$ cat src/design/tea_block_encrypt_macros.svh
// ----------------------------------------------------------------------------
// tea_block_encrypt_macros.svh
// Assertion helper macros for the TEA block encryptor.
// ----------------------------------------------------------------------------
`ifndef TEA_BLOCK_ENCRYPT_MACROS_SVH
`define TEA_BLOCK_ENCRYPT_MACROS_SVH

// same-cycle implication, masked during reset
`define TEA_ASSERT_SAME(label, clk, rst_n, ante, cons) \
    label: assert property (@(posedge clk) disable iff (!rst_n) (ante) |-> (cons)) \
        else $error("tea_block_encrypt: same-cycle check failed");

// next-cycle implication, masked during reset
`define TEA_ASSERT_NEXT(label, clk, rst_n, ante, cons) \
    label: assert property (@(posedge clk) disable iff (!rst_n) (ante) |=> (cons)) \
        else $error("tea_block_encrypt: next-cycle check failed");

`endif

$ cat src/design/tea_pkg.sv
// ----------------------------------------------------------------------------
// tea_pkg
// Types and constants shared by the TEA block encryptor.
// ----------------------------------------------------------------------------
package tea_pkg;

    localparam int WORD_W  = 32;
    localparam int ROUND_W = 13;
    localparam int CFG_IDX_W = 3;

    localparam logic [WORD_W-1:0] TEA_DELTA = 32'h9e37_79b9;

    // register map
    localparam logic [CFG_IDX_W-1:0] REG_KEY_WORD0   = 3'd0;
    localparam logic [CFG_IDX_W-1:0] REG_KEY_WORD1   = 3'd1;
    localparam logic [CFG_IDX_W-1:0] REG_KEY_WORD2   = 3'd2;
    localparam logic [CFG_IDX_W-1:0] REG_KEY_WORD3   = 3'd3;
    localparam logic [CFG_IDX_W-1:0] REG_ROUND_COUNT = 3'd4;

    // reset values
    localparam logic [WORD_W-1:0]  KEY_WORD0_RST   = 32'h0123_4567;
    localparam logic [WORD_W-1:0]  KEY_WORD1_RST   = 32'h89ab_cdef;
    localparam logic [WORD_W-1:0]  KEY_WORD2_RST   = 32'h1357_9248;
    localparam logic [WORD_W-1:0]  KEY_WORD3_RST   = 32'h248a_0135;
    localparam logic [ROUND_W-1:0] ROUND_COUNT_RST = 13'd1024;

    typedef struct packed {
        logic [WORD_W-1:0] plain_word0;
        logic [WORD_W-1:0] plain_word1;
    } in_data_t;

    typedef struct packed {
        logic [WORD_W-1:0] cipher_word0;
        logic [WORD_W-1:0] cipher_word1;
    } out_data_t;

    typedef enum logic [2:0] {
        ST_IDLE  = 3'b001,
        ST_RUN   = 3'b010,
        ST_DRAIN = 3'b100
    } state_t;

endpackage

$ cat src/design/tea_block_encrypt.sv
// ----------------------------------------------------------------------------
// tea_block_encrypt
// TEA block encryptor with a shared half-round mixing unit.
// ----------------------------------------------------------------------------
// One 64-bit block is taken per input transaction and encrypted over
// round_count rounds with the 128-bit key held in key_word0..3. A single
// mixing unit (shift/add/xor/add) computes one half-round per cycle, so
// each round is done as two half-rounds. After the last round the result
// is loaded into the output register, and the next block can be accepted
// in the cycle after the load; no new block is taken while one is in
// flight. The load
// is held off while the output register still holds an unaccepted result.
// in_ready is high only while no block is in flight; a finished result may
// wait in the output register while the next block is already being
// encrypted. Configuration writes are always accepted and must only be
// issued while the block is idle.
`include "tea_block_encrypt_macros.svh"

module tea_block_encrypt (
    input  logic                                clk,
    input  logic                                rst_n,
    input  logic                                in_valid,
    output logic                                in_ready,
    input  tea_pkg::in_data_t                   in_data,
    output logic                                out_valid,
    input  logic                                out_ready,
    output tea_pkg::out_data_t                  out_data,
    input  logic                                cfg_valid,
    output logic                                cfg_ready,
    input  logic [tea_pkg::CFG_IDX_W-1:0]       cfg_index,
    input  logic [tea_pkg::WORD_W-1:0]          cfg_data
);
    import tea_pkg::*;

    state_t               state_reg, state_next;
    logic                 phase_reg, phase_next;
    logic [ROUND_W-1:0]   rounds_left_reg, rounds_left_next;
    logic [WORD_W-1:0]    w0_reg, w0_next;
    logic [WORD_W-1:0]    w1_reg, w1_next;
    logic [WORD_W-1:0]    sum_reg, sum_next;
    logic                 out_valid_reg, out_valid_next;
    out_data_t            out_data_reg, out_data_next;

    logic [WORD_W-1:0]    key_word0_reg, key_word1_reg, key_word2_reg, key_word3_reg;
    logic [ROUND_W-1:0]   round_count_reg;

    logic [WORD_W-1:0]    mix_src, mix_ka, mix_kb, mix_tgt, mix_f, mix_out;
    logic                 in_fire, out_fire, out_free;

    assign cfg_ready = 1'b1;
    assign in_ready  = (state_reg == ST_IDLE);
    assign in_fire   = in_valid && in_ready;
    assign out_fire  = out_valid_reg && out_ready;
    assign out_free  = !out_valid_reg || out_ready;
    assign out_valid = out_valid_reg;
    assign out_data  = out_data_reg;

    // configuration registers
    always_ff @(posedge clk or negedge rst_n)
    begin
        if (!rst_n)
        begin
            key_word0_reg   <= KEY_WORD0_RST;
            key_word1_reg   <= KEY_WORD1_RST;
            key_word2_reg   <= KEY_WORD2_RST;
            key_word3_reg   <= KEY_WORD3_RST;
            round_count_reg <= ROUND_COUNT_RST;
        end
        else if (cfg_valid && cfg_ready)
        begin
            case (cfg_index)
                REG_KEY_WORD0:   key_word0_reg   <= cfg_data;
                REG_KEY_WORD1:   key_word1_reg   <= cfg_data;
                REG_KEY_WORD2:   key_word2_reg   <= cfg_data;
                REG_KEY_WORD3:   key_word3_reg   <= cfg_data;
                REG_ROUND_COUNT: round_count_reg <= cfg_data[ROUND_W-1:0];
                default: ;
            endcase
        end
    end

    // shared half-round unit: phase 0 updates word 0 from word 1,
    // phase 1 updates word 1 from the new word 0
    always_comb
    begin
        mix_src = phase_reg ? w0_reg        : w1_reg;
        mix_ka  = phase_reg ? key_word2_reg : key_word0_reg;
        mix_kb  = phase_reg ? key_word3_reg : key_word1_reg;
        mix_tgt = phase_reg ? w1_reg        : w0_reg;
        mix_f   = ((mix_src << 4) + mix_ka) ^ (mix_src + sum_reg) ^ ((mix_src >> 5) + mix_kb);
        mix_out = mix_tgt + mix_f;
    end

    always_comb
    begin
        state_next       = state_reg;
        phase_next       = phase_reg;
        rounds_left_next = rounds_left_reg;
        w0_next          = w0_reg;
        w1_next          = w1_reg;
        sum_next         = sum_reg;
        out_valid_next   = out_fire ? 1'b0 : out_valid_reg;
        out_data_next    = out_data_reg;

        case (state_reg)
            ST_IDLE:
            begin
                if (in_fire)
                begin
                    w0_next          = in_data.plain_word0;
                    w1_next          = in_data.plain_word1;
                    sum_next         = TEA_DELTA;
                    phase_next       = 1'b0;
                    rounds_left_next = round_count_reg;
                    state_next       = (round_count_reg == '0) ? ST_DRAIN : ST_RUN;
                end
            end
            ST_RUN:
            begin
                if (!phase_reg)
                begin
                    w0_next    = mix_out;
                    phase_next = 1'b1;
                end
                else
                begin
                    w1_next          = mix_out;
                    sum_next         = sum_reg + TEA_DELTA;
                    phase_next       = 1'b0;
                    rounds_left_next = rounds_left_reg - 1'b1;
                    if (rounds_left_reg == ROUND_W'(1))
                    begin
                        state_next = ST_DRAIN;
                    end
                end
            end
            ST_DRAIN:
            begin
                // wait until the output register is free
                if (out_free)
                begin
                    out_valid_next             = 1'b1;
                    out_data_next.cipher_word0 = w0_reg;
                    out_data_next.cipher_word1 = w1_reg;
                    state_next                 = ST_IDLE;
                end
            end
            default:
            begin
                state_next = ST_IDLE;
            end
        endcase
    end

    always_ff @(posedge clk or negedge rst_n)
    begin
        if (!rst_n)
        begin
            state_reg       <= ST_IDLE;
            phase_reg       <= 1'b0;
            rounds_left_reg <= '0;
            out_valid_reg   <= 1'b0;
        end
        else
        begin
            state_reg       <= state_next;
            phase_reg       <= phase_next;
            rounds_left_reg <= rounds_left_next;
            out_valid_reg   <= out_valid_next;
        end
    end

    always_ff @(posedge clk)
    begin
        w0_reg       <= w0_next;
        w1_reg       <= w1_next;
        sum_reg      <= sum_next;
        out_data_reg <= out_data_next;
    end

    `TEA_ASSERT_NEXT(a_accept_starts, clk, rst_n, in_fire, state_reg != ST_IDLE)
    `TEA_ASSERT_SAME(a_run_has_rounds, clk, rst_n, state_reg == ST_RUN, rounds_left_reg != '0)
    `TEA_ASSERT_NEXT(a_drain_holds, clk, rst_n, state_reg == ST_DRAIN && !out_free, state_reg == ST_DRAIN)

endmodule

$ cat config.mk
export PLATFORM = sky130hd
export DESIGN_NAME = tea_block_encrypt
export DESIGN_NICKNAME = d
export VERILOG_FILES = /design/src/design/tea_pkg.sv /design/src/design/tea_block_encrypt.sv
export VERILOG_INCLUDE_DIRS = /design/src /design/src/design
export SDC_FILE = /design/constraint.sdc
export NUM_CORES = 1
export LEC_CHECK = 0
export ABC_AREA = 1
export BUFFER_PORTS_ARGS = -buffer_cell sky130_fd_sc_hd__buf_4
export CAP_MARGIN = 20
export CORE_MARGIN = 1.5
export CORE_UTILIZATION = 40
export CTS_BUF_LIST = sky130_fd_sc_hd__clkbuf_8
export DETAILED_ROUTE_END_ITERATION = 8
export PLACE_DENSITY = 0.59
export SYNTH_ARGS = -nofsm -noshare
export SYNTH_HDL_FRONTEND = slang
export SYNTH_SLANG_ARGS = --single-unit
$ cat constraint.sdc
create_clock -name clk -period 4.4 [get_ports clk]
set_input_delay 0.22 -clock clk [delete_from_list [all_inputs] [get_ports clk]]
set_output_delay 0.22 -clock clk [all_outputs]
set_load 0.005 [all_outputs]
# Word level (Yosys, flattened, before mapping)
# Cells that the tools add are included.
# Widths: inputs -> output; s select.
# word_totals
ff_bits,319
inputBits,104
output_inout_bits,67
wordCells,80
# classes
n_addsub,6
eq_ne,13
mux,28
n_bitwise,2
n_reduce_logical,17
# ops
operator,count
$mux 32,10
$pmux 32 s2,3
$add 32x32->32,3
$xor 32x32->32,2
$add 27x32->32,1
$add 32x32->32 const B,1
$mux 13,2
$pmux 13 s2,1
$mux 3,5
$reduce_and 2->1,7
$eq 13x1->1 const B,1
$logic_not 13->1,1
$sub 13x1->13 const B,1
$eq 3x2->1 const B,3
$pmux 3 s3,1
$ne 2x2->1 const B,4
$eq 3x1->1 const B,2
$eq 3x3->1 const B,2
$reduce_and 3->1,2
$mux 1,5
$reduce_and 4->1,1
$logic_not 3->1,1
$logic_and 1x1->1,2
$ne 2x1->1 const B,1
4 further kinds,4

# Depth between registers and ports, before layout
# logic_depth
depth_word,7
ltp_mapped,33
depth_no_buf,31

# Worst setup path after synthesis
# Ideal clock, no wire load.
# synth_timing
kind,reg2reg
startpoint,reg phase_reg
endpoint,"reg w0_reg[29], data pin"
setup_ns,0.262
t_arrival_ns,4.303
required_ns,4.138
setup_slack_ns,-0.165
stages_incl_launch_ff,31
path_buffers,4
synth_period_minus_slack_ns,4.565
path_cell_list,dfrtp_1 > buf_6 > clkbuf_1 > clkbuf_1 > buf_2 > nand2_1 > nand2_1 > ha_1 > fa_1 > nand2_1 > nand2_1 > o21ai_1 > o21ai_2 > a21oi_1 > o21bai_1 > a21o_1 > a21o_1 > nand3_1 > nand2_1 > ha_1 > nand2_1 > nor2_1 > nand2_1 > nor4_1 > nand2_1 > o211ai_1 > nand2_1 > nand3_1 > a21oi_1 > o21ai_0 > nand2_1
# synth_between
elab_chain_len,7
word_cells_on_any_way,12
classes_between,add/sub: 4; mux: 6; bitwise: 2
# synth_rtl
element,line_no,text
"start, declared",tea_block_encrypt.sv:36,"logic phase_reg, phase_next;"
"start signal, assigned",tea_block_encrypt.sv:167,phase_reg <= phase_next;
"$mux 32, on equally long branches","tea_block_encrypt.sv:87, tea_block_encrypt.sv:86",
$add 32x32->32,tea_block_encrypt.sv:90,mix_f = ((mix_src << 4) + mix_ka) ^ (mix_src + sum_reg) ^ ((mix_src >> 5) + mix_kb);
$xor 32x32->32 (2 in a row),tea_block_encrypt.sv:90,
$add 32x32->32 *,tea_block_encrypt.sv:91,mix_out = mix_tgt + mix_f;
$mux 32 *,tea_block_encrypt.sv:120,if (!phase_reg)
$pmux 32 s2 *,tea_block_encrypt.sv:105,case (state_reg)
via w0_next[29],tea_block_encrypt.sv:38,"logic [WORD_W-1:0] w0_reg, w0_next;"
"end signal, assigned",tea_block_encrypt.sv:175,w0_reg <= w0_next;
"end, declared",tea_block_encrypt.sv:38,
# The timed path passes the listed nets; every way through them passes the cells marked *. The select of a mux whose other input is x is not followed.
# A chain may end at the register's enable or synchronous reset.

# Worst setup path after layout
# Ends and elaborated chain as after synthesis.

==> impl_summary.txt <==
----------------------------------------------------
[Worst setup path]
  Buffering stage count on the worst path with inverters included ... 8
  Data arrival time of the critical path ... 5.00 ns
  Max Fanout on Critical Path ... 8
  Data required, critical path ... 4.80 ns
  Worst flop-to-flop path startpoint ... phase_reg$_DFFE_PN0P_
  Type of destination of the critical path ... flip-flop
  Sort of element at the start of the critical path ... flip-flop
  Crit path max-delay cell type ... sky130_fd_sc_hd__dfrtp_4
  Type of the worst setup path ... flip-flop to flip-flop
  Worst R2R Path Depth ... 34
  Delay contributed by the slowest stage of the critical path ... roughly 0.55 ns
  Worst reg2reg setup slack ... -0.20 ns
  Terminus of the critical flop-to-flop path ... w0_reg[29]$_DFFE_PP_
  CP top delay family ... simple AND/OR/NAND/NOR gates

[Run]
  Number of maximum-capacitance constraint violations ... 0

[Floorplanning]
  Chip Height ... ~230 microns
  Number of rows created at floorplan ... 84
  Area of the die ... roughly 0.055 sq mm
  Initial Util ... between 40% and 50%
  Io pins ... 171
  Standard cell core area ... 0.05276 sq mm
  Floorplan die width ... 234.3 microns

[Yosys]
  Post-synth EDFFs ... 160
  Post-synthesis instance total ... 2820
  Part of the Yosys area used for sequential elements ... 41.39%
  Ys Warns ... 0
  Post-synthesis net count ... 3052
  Top_reg_cell synth ... sky130_fd_sc_hd__edfxtp_1
  Post-synthesis sequential element count ... 319
  Fraction of registers with async set or reset after synthesis ... roughly half
  Most area-consuming cells after synthesis ... sky130_fd_sc_hd__edfxtp_1, sky130_fd_sc_hd__nand2_1, sky130_fd_sc_hd__dfrtp_1
  Cell accounting for the most synthesized area ... sky130_fd_sc_hd__edfxtp_1
  Post-synthesis cell type count ... between 50 and 60
  Mapped Area ... between 0.02 and 0.025 sq mm
  Mean area per synthesized cell ... 7.587 sq um
  Share of the synthesized area in the top cell type ... 22.46%

[Place]
  Port Buf Inserts ... roughly 170
  Place WS ... -0.6523 ns
  Total placed cells including tap cells ... 4086
  Post-detail-place hpwl ... ~55 mm
  Final estimated routing congestion in global placement ... 0.9735

[Detailed routing]
  Vias per std cell ... 5.084
  Detailed Routing Iterations Pass 1 ... 9
  Detailed-route via count ... ~22000
  Number of violations reported at the end of detailed-routing iteration 0 ... between 1000 and 1500
  Overall routed net length ... 76.19 mm
  ANT nets after route ... 0
  Residual DRC ... 17
  Wirelength per Cell ... 17.49 microns

[Cells and area]
  Fill cells ... 4537
  Most common cell after layout, fill and taps aside ... sky130_fd_sc_hd__nand2_1
  Final net count ... a little under 4000
  Final std cells w/o fill ... 4356
  Area added between synthesis and finish ... 55.24%
  FF/Latch Area ... 0.008859 sq mm
  Most frequent cells in the layout ... sky130_fd_sc_hd__nand2_1, sky130_fd_sc_hd__buf_4, sky130_fd_sc_hd__inv_1, sky130_fd_sc_hd__o21ai_0, sky130_fd_sc_hd__edfxtp_1
  Fraction of layout instances using a drive strength above 1 ... 38.50%
  Number of flip-flops in the largest register ... 64
  Multi-input combinational cell area ... about 0.015 sq mm
  # diodes ... 0

[Global routing]
  GR Util met2 ... between 40% and 50%
  Number of antenna violations at the first check in global routing ... 0
  Most used routing layer ... met2
  Met1 capacity usage during global routing ... 36.36%
  Grt total ovfl ... 0
  Global-route wire length before repair ... 115.4 mm
  GRT Util Overall ... 27.04%
  Vias in the first global route ... 21600
  Largest net degree at the start of global routing ... 106
  Met3 Use GR ... about 3.7%

[Clock tree]
  Max Buffers Root-to-Sink ... 3
  TritonCTS buffer count ... between 50 and 60
  Cell at the root of the clock tree ... sky130_fd_sc_hd__clkbuf_8
  Clk Latency, worst-skew pair ... around 0.66 ns
  Num Clock Sinks ... 319
  Clock slew at the register clock pins of the worst setup and hold paths ... 0.06 ns
  CTS H-tree lvls ... 2
  CTS tree ... done

[Timing]
  Final setup violating endpoints ... 22
  Max-slew violation count ... 0
  Headroom to the max-slew limit ... 27.62%
  Setup slack of the critical path after layout ... -0.2016 ns
  Worst hold margin ... a little over 0.08 ns
  Clock period minus worst slack ... 4.602 ns
  Final hold violation count ... 0
  Pin slew with the least headroom to its limit ... 1.086 ns
  Clock skew after layout ... between 0.03 and 0.04 ns
  Period utilization ... 104.6%
  Setup repair after global routing missed its margin ... true
  Max Fclk ... 217.3 MHz

[Outcome]
  Result of the run ... complete, but fails checks
  Violations in the final reports ... design-rule violations, negative setup slack

[Hold path]
  Hold/Removal Path Class ... input port to asynchronous set/reset pin

----------------------------------------------------
## synthesized netlist by cell type (all sizes together), types with 2 or more instances
cell,number
nand2,991
o21ai,313
inv,274
nor2,184
edfxtp,160
a21oi,153
ha,124
dfrtp,102
nand3,97
xor2,67
xnor2,64
clkbuf,62
dfstp,57
o21bai,22
nor3,20
a21o,18
nand4,17
nand3b,15
a31oi,13
buf,11
nor4,9
o211ai,9
or2,9
o21a,5
fa,4
a211oi,3
a21boi,3
o221ai,3
and3,2
## per-layer routing
layer | routed length [microns] | vias to the layer above
met2 | 36290 | 587
met1 | 34120 | 10540
met3 | 3808 | 128
met4 | 1973 | 0
li1 | - | 10890
met5 | 0 | -
## area by class of cell
type                    count  share of cell area [%]
multi-input cells        2154                   43.77
flip-flops and latches    319                   26.67
repair buffers            823                   20.54
inverters                 274                   3.138
clock buffers              66                   2.735
well taps                 688                   2.592
clock inverters            31                  0.5199
repair inverters            1                 0.03390
## metrics by stage
stage | util (%) | TNS, ns | cell area [sq um]
final | 62.95 | -2.150 | 33210
after global routing | 62.95 | -8.489 | 33210
after CTS | 58.84 | -1.243 | 31040
after detailed placement | 51.11 | -13.90 | 26960
after global placement | 51.11 | -12.83 | 26960
after floorplan | - | 0 | 21420
## logic make-up after synthesis
kind of cell | count (synthesis) | share of synthesized area [%]
flops | 319 | 41.39
buf+inv | 347 | 6.205
compound gates | 547 | 13.95
fa+ha+maj | 128 | 7.626
xor+xnor | 131 | 5.363
mux | 1 | 0.04679
simple gates | 1346 | 25.41
other cells | 1 | 0.01753
## timing repair
item                                    4_1_cts  5_1_grt
endpoints found under the setup margin       42       47
gates cloned                                  4        2
pin swaps                                    67      183
setup buffers                                35       36
gates resized for setup                     318      406
endpoints found under the hold margin       263        0
hold buffers                                 99        0
## worst max-delay path by stage
stage / from / to / slack, ns / depth (start not counted)
after floorplan: phase_reg$_DFFE_PN0P_ / w0_reg[29]$_DFFE_PP_ / 0.005 / 30
after global placement: phase_reg$_DFFE_PN0P_ / w1_reg[30]$_DFFE_PP_ / -0.61 / 23
after detailed placement: phase_reg$_DFFE_PN0P_ / w0_reg[30]$_DFFE_PP_ / -0.65 / 24
after CTS: phase_reg$_DFFE_PN0P_ / w1_reg[31]$_DFFE_PP_ / -0.15 / 30
after global routing: phase_reg$_DFFE_PN0P_ / w0_reg[29]$_DFFE_PP_ / -0.40 / 34
final: phase_reg$_DFFE_PN0P_ / w0_reg[29]$_DFFE_PP_ / -0.20 / 34
## worst register-to-register path: cells and delay by family (launching register included)
| kind | cells | cell delay [ns] |
|---|---|---|
| AOI/OAI and AO/OA | 5 | 0.44 |
| xor gates and xnor gates | 1 | 0.16 |
| adders and majority gates | 2 | 0.53 |
| buffers and inverters | 8 | 1.11 |
| DFF | 1 | 0.55 |
| and+or+nand+nor | 18 | 1.56 |
Power is left out: the tool's default activity adds up to more than one toggle a clock period on the data nets, which glitch-free logic cannot reach.
